`src/hdl/gtl_pkg.sv`:
```
`timescale 1ns / 1ps
package gtl_pkg;
  localparam int GLYPH_DEPTH_DEF = 256;
  localparam logic [20:0] NEWLINE_CODE = 21'd10;
  localparam int COORD_W = 24;
  localparam int METRIC_W = 53;
  localparam int ENTRY_W = 21 + 53;

  typedef enum logic [1:0] {
    CMD_APPEND = 2'd0,
    CMD_PLACE  = 2'd1,
    CMD_BEGIN  = 2'd2,
    CMD_NONE   = 2'd3
  } cmd_t;

  typedef enum logic [2:0] {
    REG_FONT_SIZE   = 3'd0,
    REG_ORIG_SIZE   = 3'd1,
    REG_LINE_ADV    = 3'd2,
    REG_MAX_WIDTH   = 3'd3,
    REG_WRAP_ENABLE = 3'd4
  } reg_idx_t;

  typedef enum logic [3:0] {
    ST_IDLE,
    ST_SEARCH,
    ST_WAIT,
    ST_SCALE_REQ,
    ST_SCALE_WAIT,
    ST_WRAP,
    ST_BOX,
    ST_NEWLINE,
    ST_OUT
  } state_t;

  // Control between sequencer and divider.
  typedef struct packed {
    logic start;
  } div_ctl_t;

  typedef struct packed {
    logic busy;
    logic done;
  } div_sts_t;

  function automatic logic signed [COORD_W-1:0] sat24(input logic signed [26:0] v);
    logic signed [26:0] hi;
    logic signed [26:0] lo;
    hi = 27'sd8388607;
    lo = -27'sd8388608;
    if (v > hi) return COORD_W'(hi);
    else if (v < lo) return COORD_W'(lo);
    else return v[COORD_W-1:0];
  endfunction
endpackage

```
`src/hdl/gtl_scale_div.sv`:
```
`timescale 1ns / 1ps
module gtl_scale_div (
  input  logic                 clk,
  input  logic                 rst_n,
  input  gtl_pkg::div_ctl_t    ctl,
  input  logic [10:0]          mag,
  input  logic [9:0]           num,
  input  logic [9:0]           den,
  output gtl_pkg::div_sts_t    sts,
  output logic [20:0]          quot
);
  import gtl_pkg::*;
  // Dividend 2*mag*num+den < 2^33, divisor 2*den < 2^11: restoring, one bit a cycle.
  logic [32:0] rem_r, rem_nxt;
  logic [10:0] dvs_r, dvs_nxt;
  logic [32:0] dvd_r, dvd_nxt;
  logic [5:0]  cnt_r, cnt_nxt;
  logic        busy_r, busy_nxt;
  logic        done_r, done_nxt;
  logic [21:0] prod;
  logic [33:0] trial;

  assign prod = {11'd0, mag} * {12'd0, num};

  always_comb begin
    rem_nxt  = rem_r;
    dvs_nxt  = dvs_r;
    dvd_nxt  = dvd_r;
    cnt_nxt  = cnt_r;
    busy_nxt = busy_r;
    done_nxt = 1'b0;
    trial    = {rem_r, dvd_r[32]} - {23'd0, dvs_r};
    if (ctl.start) begin
      dvd_nxt  = {10'd0, prod, 1'b0} + {23'd0, den};
      dvs_nxt  = {den, 1'b0};
      rem_nxt  = '0;
      cnt_nxt  = 6'd33;
      busy_nxt = 1'b1;
    end else if (busy_r) begin
      // Shift one dividend bit in and subtract when it fits.
      if (!trial[33]) rem_nxt = trial[32:0];
      else rem_nxt = {rem_r[31:0], dvd_r[32]};
      dvd_nxt = {dvd_r[31:0], !trial[33]};
      cnt_nxt = cnt_r - 6'd1;
      if (cnt_r == 6'd1) begin
        busy_nxt = 1'b0;
        done_nxt = 1'b1;
      end
    end
  end

  always_ff @(posedge clk) begin
    if (!rst_n) begin
      busy_r <= 1'b0;
      done_r <= 1'b0;
      cnt_r  <= '0;
    end else begin
      busy_r <= busy_nxt;
      done_r <= done_nxt;
      cnt_r  <= cnt_nxt;
    end
    rem_r <= rem_nxt;
    dvs_r <= dvs_nxt;
    dvd_r <= dvd_nxt;
  end

  assign sts.busy = busy_r;
  assign sts.done = done_r;
  assign quot     = dvd_r[20:0];
endmodule

```
`config.mk`:
```
export PLATFORM = sky130hd
export DESIGN_NAME = gtl_scale_div
export DESIGN_NICKNAME = d
export VERILOG_FILES = /design/src/hdl/gtl_pkg.sv /design/src/hdl/gtl_scale_div.sv
export SDC_FILE = /design/constraint.sdc
export NUM_CORES = 1
export LEC_CHECK = 0
export BUFFER_PORTS_ARGS = -buffer_cell sky130_fd_sc_hd__buf_2
export CORE_ASPECT_RATIO = 1.5
export CORE_UTILIZATION = 63
export DETAILED_ROUTE_END_ITERATION = 7
export GPL_TIMING_DRIVEN = 0
export PLACE_DENSITY = 0.82
export SYNTH_ARGS = -nofsm -noshare
export SYNTH_HDL_FRONTEND = slang
export SYNTH_SLANG_ARGS = --single-unit
```
`constraint.sdc`:
```
create_clock -name clk -period 10.3 [get_ports clk]
set_input_delay 2.06 -clock clk [delete_from_list [all_inputs] [get_ports clk]]
set_output_delay 2.06 -clock clk [all_outputs]
set_load 0.02 [all_outputs]
```
Word level (Yosys, flattened, before mapping) --
Cells that the tools add are included.
Word-level totals: bits of input ports 34, word-level logic and storage cells 27, register bits after elaboration 84, output and inout bits 23
Operators by class: multipliers 1, muxes and demuxes 9, add/sub/neg operators 3, bitwise operators 2, reduce and logical (&&, ||, !) cells 4, equal/unequal tests 1
Operators by type and width (count):
- $mux W33 | 3
- $sub A34 B11 Y34 | 1
- $add A22 B10 Y23 | 1
- $mul A11 B10 Y21 | 1
- $mux W6 | 2
- $eq A6 B1 Y1 const B | 1
- $sub A6 B1 Y6 const B | 1
- $mux W1 | 4
- $reduce_or A3 Y1 | 1
- $not A1 Y1 | 2
- $reduce_bool A2 Y1 | 1
- $reduce_or A2 Y1 | 1
- $logic_not A1 Y1 | 1

Longest topological paths before layout --
depth in word-level cells 4, depth in mapped cells 23, depth with buffers taken out 21

Worst setup path after synthesis --
No wires, ideal clock.
path kind in2reg, from input port num[9], to register dvd_r[20] (data pin), arrival 7.607 ns, path buffers 2, setup slack 2.541 ns, setup time 0.152 ns, stages on the path 20, path through clkbuf_1 > nand2_1 > fa_1 > fa_1 > inv_1 > fa_1 > fa_1 > inv_1 > fa_1 > inv_1 > ha_1 > clkbuf_1 > nand2_1 > nor2_1 > a21boi_0 > o221ai_1 > and4bb_2 > or3b_1 > or4_1 > a31oi_1
On the way: word-level cells in the longest chain between the ends 3
RTL lines:
- start: declaration | RTL line gtl_scale_div.sv:7 | input logic [9:0] num,
- $mul A11 B10 Y21 | RTL line gtl_scale_div.sv:23 | assign prod = {11'd0, mag} * {12'd0, num};
- $add A22 B10 Y23 | RTL line gtl_scale_div.sv:34 | dvd_nxt = {10'd0, prod, 1'b0} + {23'd0, den};
- $mux W33 | RTL line gtl_scale_div.sv:33 | if (ctl.start) begin
- via dvd_nxt[20] | RTL line gtl_scale_div.sv:16 | logic [32:0] dvd_r, dvd_nxt;
- end signal: assignment | RTL line gtl_scale_div.sv:64 | dvd_r <= dvd_nxt;
- end: declaration | RTL line gtl_scale_div.sv:16
The timed path passes the listed nets, and every way through them passes these cells. A chain may end at the register's enable or synchronous reset.

Final worst setup path --
Same ends and word-level chain as after synthesis.

==> flow_summary_export.csv <==
group,metric,value,unit
outcome,outcome,"complete, but fails checks",
outcome,violations,"design-rule violations",
run,drv.max_cap_violation_count,0,
logic_synthesis,synth-simple-area-share,0.203,
logic_synthesis,synth.most_common_cell,"sky130_fd_sc_hd__inv_1",
placed_design,portBuffers,49,
floorplan,die_x,97.9,microns
clock_network,ctsResizeCount,0,
clock_network,max-clock-path-buffers,2,
power_and_ir_drop,ir_drop,0.000195,V
sta,report.final.slew_viol_count,0,
sta,fin_worst_skew,5.74,ps
logic_synthesis,synth_warnings,0,
critical_path,critical_path_peak_fanout,10,
drt,postRouteWirelength,19100,microns
logic_synthesis,main_combinational_cell_family_by_area_after_synthesis,"adder cells",
sta,fin_setup_tns,0,ps
grt,globalRouteOverflowTotal,0,
layout,post_route_cells_drive_above_1_share,0.106,
worst_hold_path,hp-class,"reg -> reg",
logic_synthesis,synth.distinct_cells,63,
logic_synthesis,synth_largest_area_cell,"sky130_fd_sc_hd__fa_1",
clock_network,htree_levels,3,
floorplan,core,13500,sq um
logic_synthesis,netlist_area,8690,sq um
floorplan,design.die.area,14300,sq um
clock_network,number_of_clock_buffers_inserted_by_tritoncts,9,
layout,syn_to_final_growth,8.84,%
sta,post-route-period-util,0.792,
power_and_ir_drop,cellPowerDensity,281,nW/um^2
power_and_ir_drop,p_leak,4.28,nW
critical_path,critical_path_class,"in -> reg",
placed_design,hpwl,15300,microns
sta,timing_worst_slew_pin_value,632,ps
layout,antennaDiodeCount,0,
logic_synthesis,post_synth_fa_ha_maj_area_fraction,0.277,
critical_path,worstSetupStartpointType,"input pin",
clock_network,clock_tree.root_cell,"sky130_fd_sc_hd__clkbuf_16",
sta,slew_headroom,0.579,
drt,via_count,7066,
logic_synthesis,synth_edf_count,43,
sta,final_period_minus_worst_setup_slack,8160,ps
floorplan,fp-row-count,52,
drt,drt_iter0_drc,324,
sta,rsz0062_at_grt,"false",
critical_path,worst-endpoint-required,10490,ps
sta,finalHoldViolations,0,
clock_network,tritoncts_clock_tree,"done",
logic_synthesis,share_of_yosys_cell_area_claimed_by_the_top_area_cell_type,0.166,
logic_synthesis,synth_async_sr_flop_share,0,
clock_network,insertion_delay_to_the_later_sink_of_the_worst_skew_pair,340,ps
clock_network,clkSlewWorstSetupHoldPaths,60,ps
critical_path,worstSetupEndpointType,"flip-flop",
floorplan,die_h,146,microns
logic_synthesis,synthTopCellsByArea,"sky130_fd_sc_hd__fa_1 17%, sky130_fd_sc_hd__edfxtp_1 15%, sky130_fd_sc_hd__ha_1 11%",
grt,maximum_number_of_pins_on_one_net_before_global_route_repair,35,
drt,firstDrtPassIters,8,
sta,fmax,123,MHz
placed_design,gpl.final_weighted_congestion,0.902,
layout,nNetsFinal,1208,
critical_path,crit_arrival,8350,ps
logic_synthesis,synth_commonest_cells,"93 x sky130_fd_sc_hd__inv_1, 83 x sky130_fd_sc_hd__nand2_1, 77 x sky130_fd_sc_hd__ha_1",
clock_network,cts.hold.buffers_added,0,
drt,routed_wirelength_normalized_by_instance_count,16.0,microns
floorplan,io_pins,57,
clock_network,cts_setup_buffers,0,
drt,detail-route-antenna-nets,0,
drt,routed_via_density,5.93,
logic_synthesis,part_of_the_yosys_area_used_for_sequential_elements,0.243,
grt,grt.total_usage,0.278,
logic_synthesis,yosys.area_share.xor_xnor,0.0484,
grt,first_pass_grt_wire_length,32000,microns
drt,drc_errors,3,
clock_network,cts.sinks,84,
logic_synthesis,yosys_register_bits,84,
logic_synthesis,synth_compound_gate_area_share,0.130,
grt,antenna_found_initial,0,
logic_synthesis,synth.net_count,1147,
grt,first_global_vias,7145,
sta,setup_viol,0,
logic_synthesis,post_synth_mux_area_share,0.0207,
logic_synthesis,syn_inst,964,
logic_synthesis,post_synth.cell_area_avg,9.01,sq um
sta,holdWs,508,ps
logic_synthesis,yosys_most_used_dff,"sky130_fd_sc_hd__edfxtp_1",
floorplan,initial_core_util,0.645,
metal layers:
layer,GRT usage,part of all wire,vias to the layer above
met5,0,0,-
met4,0.128,0.032,0
met3,0.0298,0.034,53
met2,0.534,0.55,197
met1,0.299,0.38,3385
li1,-,-,3431
stage by stage:
| step | cell area (sq um) | power (mW) | setup slack [ps] | std cells | util |
|---|---|---|---|---|---|
| finish | 9460 | 2.66 | 2140 | 1192 | 0.702 |
| global route | 9460 | 2.92 | 1840 | 1192 | 0.702 |
| CTS | 9430 | 2.65 | 2190 | 1191 | 0.700 |
| detailed placement | 9140 | 2.33 | 1830 | 1175 | 0.678 |
| global placement | 9140 | 2.28 | 1930 | 1175 | 0.678 |
| floorplan | 8690 | 1.97 | 2540 | 964 | - |
registers in the layout, summed over array words and instances, names as in the netlist:
register and count:
dvs_r 10, done_r 1, dvd_r 33, cnt_r 6, rem_r 33, busy_r 1
layout make-up:
class                      instances  area (sq um)
clock inverter                     7          67.6
tap                              162           203
inverter                          93           349
multi-input combinational        723          5900
fill                            1091          4010
timing repair buffer              50           273
sequential                        84          2110
clock buffer                       9           225
buffer                            64           328
worst max-delay path: stages:
cell and delay, ps:
sky130_fd_sc_hd__buf_2 80, sky130_fd_sc_hd__clkbuf_1 330, sky130_fd_sc_hd__nand2_1 140, sky130_fd_sc_hd__fa_1 520, sky130_fd_sc_hd__fa_1 540, sky130_fd_sc_hd__inv_1 60
sky130_fd_sc_hd__fa_1 510, sky130_fd_sc_hd__fa_1 540, sky130_fd_sc_hd__inv_1 50, sky130_fd_sc_hd__fa_1 530, sky130_fd_sc_hd__inv_1 40, sky130_fd_sc_hd__ha_1 260
sky130_fd_sc_hd__clkbuf_1 280, sky130_fd_sc_hd__nand2_1 180, sky130_fd_sc_hd__nor2_1 160, sky130_fd_sc_hd__a21boi_0 340, sky130_fd_sc_hd__o221ai_1 200, sky130_fd_sc_hd__and4bb_2 380
sky130_fd_sc_hd__or3b_1 440, sky130_fd_sc_hd__or4_1 530, sky130_fd_sc_hd__a31oi_1 170
cell usage in the layout (no fill, tap or decap), drive strengths merged, types with 21 or more instances in the layout:
cell / netlist / layout
nor2: 64 / 64
nand2: 83 / 83
ha: 77 / 77
dfxtp: 41 / 41
and2: 62 / 62
fa: 72 / 72
clkbuf: 35 / 44
a21oi: 40 / 40
o21ai: 36 / 36
xnor2: 39 / 39
nand3: 21 / 21
buf: 29 / 79
inv: 93 / 92
edfxtp: 43 / 43
cell families after synthesis:
logic type,after synthesis
xor gates and xnor gates,48
and+or+nand+nor,336
muxes,17
AOI/OAI and AO/OA,173
buffers and inverters,157
adders and majority gates,149
DFF,84
final timing paths:
kind,from,endpoint,slack [ps],cells after the start
hold / removal,rem_r[8]$_SDFFE_PP0P_,rem_r[8]$_SDFFE_PP0P_,510,2
hold reg to reg,rem_r[8]$_SDFFE_PP0P_,rem_r[8]$_SDFFE_PP0P_,510,2
setup / recovery,num[9],dvd_r[20]$_DFFE_PP_,2140,21
setup reg to reg,rem_r[0]$_SDFFE_PP0P_,rem_r[4]$_SDFFE_PP0P_,6750,12
power by group:
part	switching, mW	internal, mW
Combinational	1.06	0.786
Sequential	0.0480	0.447
Clock	0.132	0.186
Total	1.24	1.42
(Power assumes the default switching activity.)
