[src/hdl/gtl_ram.sv]
`timescale 1ns / 1ps
module gtl_ram #(
  parameter int WIDTH = 8,
  parameter int DEPTH = 16,
  parameter int AW    = (DEPTH > 1) ? $clog2(DEPTH) : 1
) (
  input  logic             clk,
  input  logic             we,
  input  logic [AW-1:0]    waddr,
  input  logic [WIDTH-1:0] wdata,
  input  logic [AW-1:0]    raddr,
  output logic [WIDTH-1:0] rdata
);
  logic [WIDTH-1:0] mem [DEPTH];

  // Write port and registered read port.
  always_ff @(posedge clk) begin
    if (we) mem[waddr] <= wdata;
    rdata <= mem[raddr];
  end
endmodule

[config.mk]
export PLATFORM = sky130hd
export DESIGN_NAME = gtl_ram
export DESIGN_NICKNAME = d
export VERILOG_FILES = /design/src/hdl/gtl_ram.sv
export SDC_FILE = /design/constraint.sdc
export NUM_CORES = 1
export LEC_CHECK = 0
export BUFFER_PORTS_ARGS = -buffer_cell sky130_fd_sc_hd__buf_2
export CAP_MARGIN = 0
export CORE_UTILIZATION = 25
export DETAILED_ROUTE_END_ITERATION = 6
export PLACE_DENSITY_LB_ADDON = 0.3
export RECOVER_POWER = 50
export SKIP_LAST_GASP = 1
export SLEW_MARGIN = 40
export SYNTH_ARGS = -nofsm -noshare
export SYNTH_HDL_FRONTEND = slang
export SYNTH_SLANG_ARGS = --single-unit
[constraint.sdc]
create_clock -name clk -period 2.5 [get_ports clk]
set_input_delay 0.5 -clock clk [delete_from_list [all_inputs] [get_ports clk]]
set_output_delay 0.5 -clock clk [all_outputs]
set_load 0.03 [all_outputs]
[Word-level counts from Yosys, hierarchy flattened]
Memories as Yosys holds them, arrays and structs flattened. A register that Yosys moved wholly into a read port is not among the register bits.
Cells that the tools add are included.
Operators by class
  $lt $le $gt $ge: 0
  $add $sub $neg: 0
  reductions and logical operators: 0
  bitwise operators: 0
  multiply operators: 0
  eq/ne operators: 0
  mux-type cells: 2
  shift operators: 0
  div/mod/pow operators: 0
Operator list (number)
  2-to-1 mux 1 bit: 2
Word-level totals
  memories kept: 1
  memory bits (read-only): 0
  output and inout bits: 8
  bits in writable memories: 128
  register bits: 0
  bits in latches: 0
Memories
  mem: depth 16, width 8, rd ports 1, clocked after memory_dff 1, wr ports 1, line 14  | logic [WIDTH-1:0] mem [DEPTH];

[Longest topological paths before layout]
Gate-level depths: netlist of the first run.
  depth after elaboration: 2
  mapped depth: 5
  gate-level depth less buffers: 3

[Worst setup path after synthesis of the first run]
OpenSTA, ideal clock, no wires.
  kind: input to register
  from: in waddr[2]
  to: mem mem[0][0], enable pin
  stages on the path: 2
  library setup time: 0.383 ns
  data required time: 2.117 ns
  buffers on the path: 0
  slack: 0.507 ns
  arrival: 1.610 ns
  cell sequence: or3b_2 -> nor3_1
RTL lines
  start: declaration: line 9  | input logic [AW-1:0] waddr,
  end: declaration: line 14
Straight into the memory's write port.

==> impl_results.md, run 1 <==
* Number of buffers added on ports at 25
* Starting Density at 0.2544
* Initial antenna violation count at 0
* Setup Fix Bufs, Post-CTS at 0
* Syn_area_per_cell at roughly 22 sq um
* CTS hold repair buffers at 0
* Die area at 21170 sq um
* First-pass GRT wire length at 16.27 mm
* Max Root-Sink Buffers at 2
* CP Launch Type: input port
* Worst R2R Setup Slack at between 1 and 1.5 ns
* Antenna-violating nets left at 0
* CP endpoint kind: flop
* Synth Cell Area at slightly above 5000 sq um
* Unique masters post-synth at 19
* Initial DRC count at about 260
* Yosys reg bits at 136
* CTS clk-pin slew, worst paths at 0.06 ns
* Final Max Tran Viols at 0
* Gpl congestion at around 0.66
* R2R depth at 3
* RSZ-0062 raised after global routing: no
* Period utilization at 0.6181
* Crit Path Category: input port to flop
* Final hold vios at 0
* H-tree depth at 4
* Final setup vio count at 0
* Num ports at 26
* Leakage power at 2.064 nW
* Tmin final at 1.545 ns
* Syn. warnings at 0
* Via count at 2407
* Crit path required time at about 2.8 ns
* Layout area overhead at 22.05%
* Clock latency on the worst-skew pair at 0.42 ns
* PwrDens at around 860 nW/um^2
* Cts repair resizes at 0
* Vias in the first global route at 2667
* Status: finished, final reports clean
* Crit. Startpoint: raddr[0]
* Clock root buffer: clkbuf_16
* Antenna cells at 0
* Hold path depth at 1
* Die Y at 145.5 um
* Slew headroom at 0.4818
* Drt pass-1 iters at 4
* Sequential share of the synthesized area at 0.7778
* CTS tree: built
* Number of CTS-inserted buffers at 17
* Post-Syn Instances at ~230
* Commonest non-fill, non-tap cells in the layout: edfxtp_1, mux4_2, clkbuf_16
* Max Fclk at 647.2 MHz
* Sink Count at 136
* Reg2reg start: mem[1][0]$_DFFE_PP_
* Post-DR vias/cell at 4.268
* Peak VDD IR at ~0.00054 V
* Most common cell after layout, fill and taps aside: edfxtp_1
* Core area at 20230 sq um
* Final core occ at 0.3105
* Post-synth net total at 247
* Average wire per standard cell at 18.84 um
* DRC viols at 0
* Die width at 145.5 um
* Post-DP HPWL at 6.458 mm
* Layout cell share with drive strength beyond 1 at 0.2755
* Std-Cell Rows at 52
* Crit Path Max Fanout at 32
* Layout Nets at 300
* WP data arrival at roughly 1.8 ns
* Hold WC Path Type: input port to flop
* Least-Margin Pin Slew at 0.7744 ns
* Max-cap violations at 0
* All-Layer GR Usage at 0.1086
* GRT overflow at 0
* Setup Total Neg Slack at 0 ns
* Routed WL at 10.63 mm
* Power, Total at 0.005404 W
* Setup Skew at 0.004956 ns
* Largest net degree at the start of global routing at 33
* Worst hold start: wdata[2]
per-stage QoR:
stage	instance area [sq um]	hold slack [ns]	instances	setup WS (ns)
floorplan	5147	0.5989	229	0.5071
finish	6282	0.6150	564	0.9549
global placement	5692	0.6613	533	0.5167
global route	6282	0.6430	564	0.8425
CTS	6301	0.4629	564	0.9333
detailed placement	5692	0.6542	533	0.5059
worst paths after layout:
path,endpoint
worst min-delay path,mem[13][2]$_DFFE_PP_
worst min register to register,rdata[5]$_DFF_P_
worst max register to register,rdata[0]$_DFF_P_
worst max-delay path,rdata[0]$_DFF_P_
synth_stat cells (all sizes together):
cell type / instances / area share
nand2b: 2 / 0.0024
mux4: 32 / 0.15
nand2: 9 / 0.0066
and2b: 1 / 0.0015
clkdlybuf4s25: 3 / 0.0058
or3b: 1 / 0.0017
a22oi: 16 / 0.023
nand3: 1 / 0.00097
edfxtp: 128 / 0.75
nor2b: 1 / 0.0012
nor3: 4 / 0.0039
nor2: 13 / 0.0095
nand3b: 2 / 0.0029
and2: 1 / 0.0012
dfxtp: 8 / 0.031
buf: 7 / 0.011
critical path, cell delays in order:
cell     delay [ns]
buf_2          0.10
buf_12         0.25
mux4_1         0.58
a22oi_1        0.26
nand2_1        0.11
routing by layer:
layer / share of wire / global-route usage
met1: 0.48 / 0.1440
met2: 0.46 / 0.1639
met3: 0.039 / 0.02759
met4: 0.020 / 0.05842
met5: 0 / 0
cell type report:
type,instances,area (sq um)
Tap cell,270,337.8
Sequential cell,136,4004
Fill cell,1943,13950
Clock buffer,18,429.2
Timing Repair Buffer,44,274.0
Multi-Input combinational cell,83,1057
Clock inverter,13,180.2
power breakdown:
group          switching [W]  internal [W]  total [W]
Combinational       0.000163      0.000100   0.000263
Sequential         0.0000160       0.00255    0.00257
Clock               0.000919       0.00166    0.00257
sequential cells by signal, indices dropped and copies added, names as in the netlist:
name / count
mem: 128
rdata: 8
kinds of logic after synthesis:
kind of cell           after synthesis  share of synthesized area
multiplexers                        32                     0.1502
flip-flops                         136                     0.7778
buffers and inverters               10                    0.01677
AND/OR/NAND/NOR                     35                    0.03184
AO/OA/AOI/OAI                       16                    0.02334
No activity file was read; power rests on OpenSTA's default activity.
==> run 2, diff against run 1 <==
ABC_AREA = 1   (was unset)
clock period = 1.3 ns   (was 2.5 ns; I/O delays follow)
==> run 2 against run 1 <==
Net effect:
- wire length grew 35%
- highest routed layer unchanged
- non-clock buffer count rose by 19
- global-route usage rose by 2.0 points
- critical path type is now flop to output pin
==> impl_results.md, run 2 <==
* DRC viols at 0 (unchanged)
* Top reg by flops: mem
* Least-Margin Pin Slew at 0.9819 ns (+0.2075 ns)
* RSZ-0062 raised after global routing: no
* Syn. warnings at 0 (unchanged)
* Number of buffers added on ports at 25 (unchanged)
* Peak VDD IR at 0.0009363 V (+73%)
* Pre-CTS setup slack at -0.06792 ns (-0.5738 ns)
* Die width at 153.9 um (+5.8%)
* CTS hold repair buffers at 0 (unchanged)
* Std-Cell Rows at 55 (+5.8%)
* CTS clk-pin slew, worst paths at 0.06 ns (about the same)
* Clock root buffer: clkbuf_16
* Synth Cell Area at 5767 sq um (+12%)
* H-tree depth at 4 (unchanged)
* Max-cap violations at 0 (unchanged)
* Crit path required time at 1.04 ns (-1.75 ns)
* Post-synth net total at 569 (+130%)
* Yosys reg bits at 136 (unchanged)
* CTS tree: built
* Area leader, netlist: edfxtp_1
* Adder-Cell Fraction of Synth Area at 0 (unchanged)
* Most common cell in the netlist: nand2_1
* Average wire per standard cell at 15.84 um (-16%)
* Complex-gate fraction of the synthesized area at 0 (-0.02333)
* Tmin final at around 1.3 ns
* Synth top area share at 0.6665 (-0.08020)
* GRT overflow at 0 (unchanged)
* Synth area leaders: edfxtp_1, nand2_1, nand3_1
* Via count at 3737 (+55%)
* Routed WL at 14.37 mm (+35%)
* EDFF count, synth at 128 (unchanged)
* Setup Fix Bufs, Post-CTS at 0 (unchanged)
* Unique masters post-synth at 12 (-7)
* Layout Nets at 627 (+110%)
* Gpl congestion at 0.7730 (+17%)
* Fill cell count at 2287 (+18%)
* PwrDens at 1459 nW/um^2 (+70%)
* WP data arrival at 1.01 ns (-0.82 ns)
* Final Max Tran Viols at 0 (unchanged)
* Worst path top cell family by delay: flip-flops
* Largest family of logic cells by synthesized area: simple AND/OR/NAND/NOR gates
* Synth Area in XOR/XNOR at 0 (unchanged)
* Number of CTS-inserted buffers at 17 (unchanged)
* Synth Area in Simple Gates at 0.2105 (+0.1786)
* Starting Density at 0.2547 (+0.0003209)
* Most common cell after layout, fill and taps aside: nand2_1
* CP max stage cell: dfxtp_1
* Main synth FF type: edfxtp_1
* CP bufs+invs at 1 (-1)
* Initial antenna violation count at 0 (unchanged)
* Multi-input logic area at 1214 sq um (+15%)
* Crit Path Category: flop to output pin
* Num ports at 26 (unchanged)
* Commonest non-fill, non-tap cells in the layout: nand2_1, edfxtp_1, inv_1
* Core area at 22640 sq um (+12%)
* Setup Skew at 0.008936 ns (+0.003980 ns)
* Async SR Flop Fraction at 0 (unchanged)
* Largest net degree at the start of global routing at 38 (+15%)
* Final hold vios at 0 (unchanged)
* CP max stage delay at 0.40 ns (-0.18 ns)
* Layout area overhead at 21.31%
* Initial DRC count at 286 (+12%)
* Largest register FFs at 128 (unchanged)
* Post-Syn Instances at 551 (+140%)
* Antenna cells at 0 (unchanged)
* Antenna-violating nets left at 0 (unchanged)
* Sequential share of the synthesized area at 0.6943 (-0.08354)
* Placed Area at 6455 sq um (+13%)
* Biggest regs: mem x128, rdata x8
* Cts repair resizes at 2 (+2)
* Final Cell Area at 6995 sq um (+11%)
* Die area at 23680 sq um (+12%)
* CP endpoint kind: output pin
* Syn_area_per_cell at 10.47 sq um (-53%)
* First-pass GRT wire length at 21.92 mm (+35%)
* Hold WC Path Type: input port to flop
* Post-DP HPWL at 9.382 mm (+45%)
* Status: finished, final reports clean
* Max Fclk at roughly 790 MHz
* Critical-path cell list: buf_4
* Clock latency on the worst-skew pair at 0.42 ns (about the same)
* Sink Count at 136 (unchanged)
* Final setup vio count at 0 (unchanged)
* Layout cell share with drive strength beyond 1 at 0.1367 (-0.1389)
* Setup Total Neg Slack at 0 ns (unchanged)
* Fin worst setup slack at 0.02761 ns (-0.9272 ns)
* Reg area at 4004 sq um (unchanged)
* All-Layer GR Usage at 0.1288 (+0.02017)
* Period utilization at 0.9788
* Synth top cells by count: nand2_1, edfxtp_1, inv_1
* Leakage power at 2.973 nW (+44%)
* CP Launch Type: flop
* Vias in the first global route at 3625 (+36%)
* Slew headroom at 0.3454 (-0.1364)
* Max Root-Sink Buffers at 2 (unchanged)
* Worst hold margin at 0.3389 ns (-0.2762 ns)
* Drt pass-1 iters at 4 (unchanged)
* Multiplexer share of the synthesized area at 0 (-0.1502)
* Crit Path Max Fanout at 1 (-97%)
* Die Y at 153.9 um (+5.8%)
* Post-DR vias/cell at 4.120 (-3.5%)
[run 2: changes by cell type in the layout (fill, tap and decap cells not counted), moves of 5 or more]
cell / previous run / this run
mux4_2: 18 / 0
buf_4: 15 / 30
nand2_1: 9 / 173
buf_12: 2 / 7
a22oi_1: 16 / 0
mux4_1: 14 / 0
inv_1: 0 / 100
nand3_1: 1 / 97
[run 2: cell families (layout without fill, tap and decap cells)]
logic type	count (synthesis)	in the layout
DFF	136	136
and+or+nand+nor	289	289
buffers and inverters	126	197
[run 2: stage by stage]
step | utilization | power [W] | std cells
floorplan | - | 0.005420 | 551
global placement | 0.2851 | 0.005774 | 875
detailed placement | 0.2851 | 0.005772 | 875
CTS | 0.3099 | 0.01028 | 907
global route | 0.3090 | 0.01053 | 907
finish | 0.3090 | 0.01020 | 907
[run 2: tightest hold or removal path, stage by stage]
cell,delay [ns]
buf_2,0.12
inv_1,0.16
nand3_1,0.13
nand2_1,0.04
[run 2: path summary, 6_finish.rpt]
check | startpoint | endpoint | slack, ns | depth (start not counted)
min | raddr[3] | rdata[1]$_DFF_P_ | 0.34 | 4
max | rdata[7]$_DFF_P_ | rdata[7] | 0.03 | 1
min reg2reg | mem[12][5]$_DFFE_PP_ | rdata[5]$_DFF_P_ | 0.68 | 6
max reg2reg | mem[3][3]$_DFFE_PP_ | rdata[3]$_DFF_P_ | 0.26 | 6
[run 2: final cells by class]
cell class | count | share of cell area
clock buffers | 18 | 0.06135
clock inverters | 14 | 0.01806
inverters | 102 | 0.05473
multi-input cells | 289 | 0.1735
flip-flops and latches | 136 | 0.5723
well taps | 285 | 0.05097
repair buffers | 63 | 0.06904
[run 2: layer usage]
layer,vias to the layer above,share of wire,GRT usage,wire [um]
li1,1890,-,-,-
met5,-,0,0,0
met2,86,0.46,0.1970,6612
met4,0,0.018,0.05667,255
met1,1742,0.48,0.1750,6839
met3,19,0.046,0.02790,662
[run 2: report_power, final]
part           internal (W)  leakage, nW  total, W  switching (W)
Sequential          0.00490         1.22   0.00494      0.0000349
Clock               0.00264        0.261   0.00454        0.00190
Combinational      0.000228         1.49  0.000729       0.000501
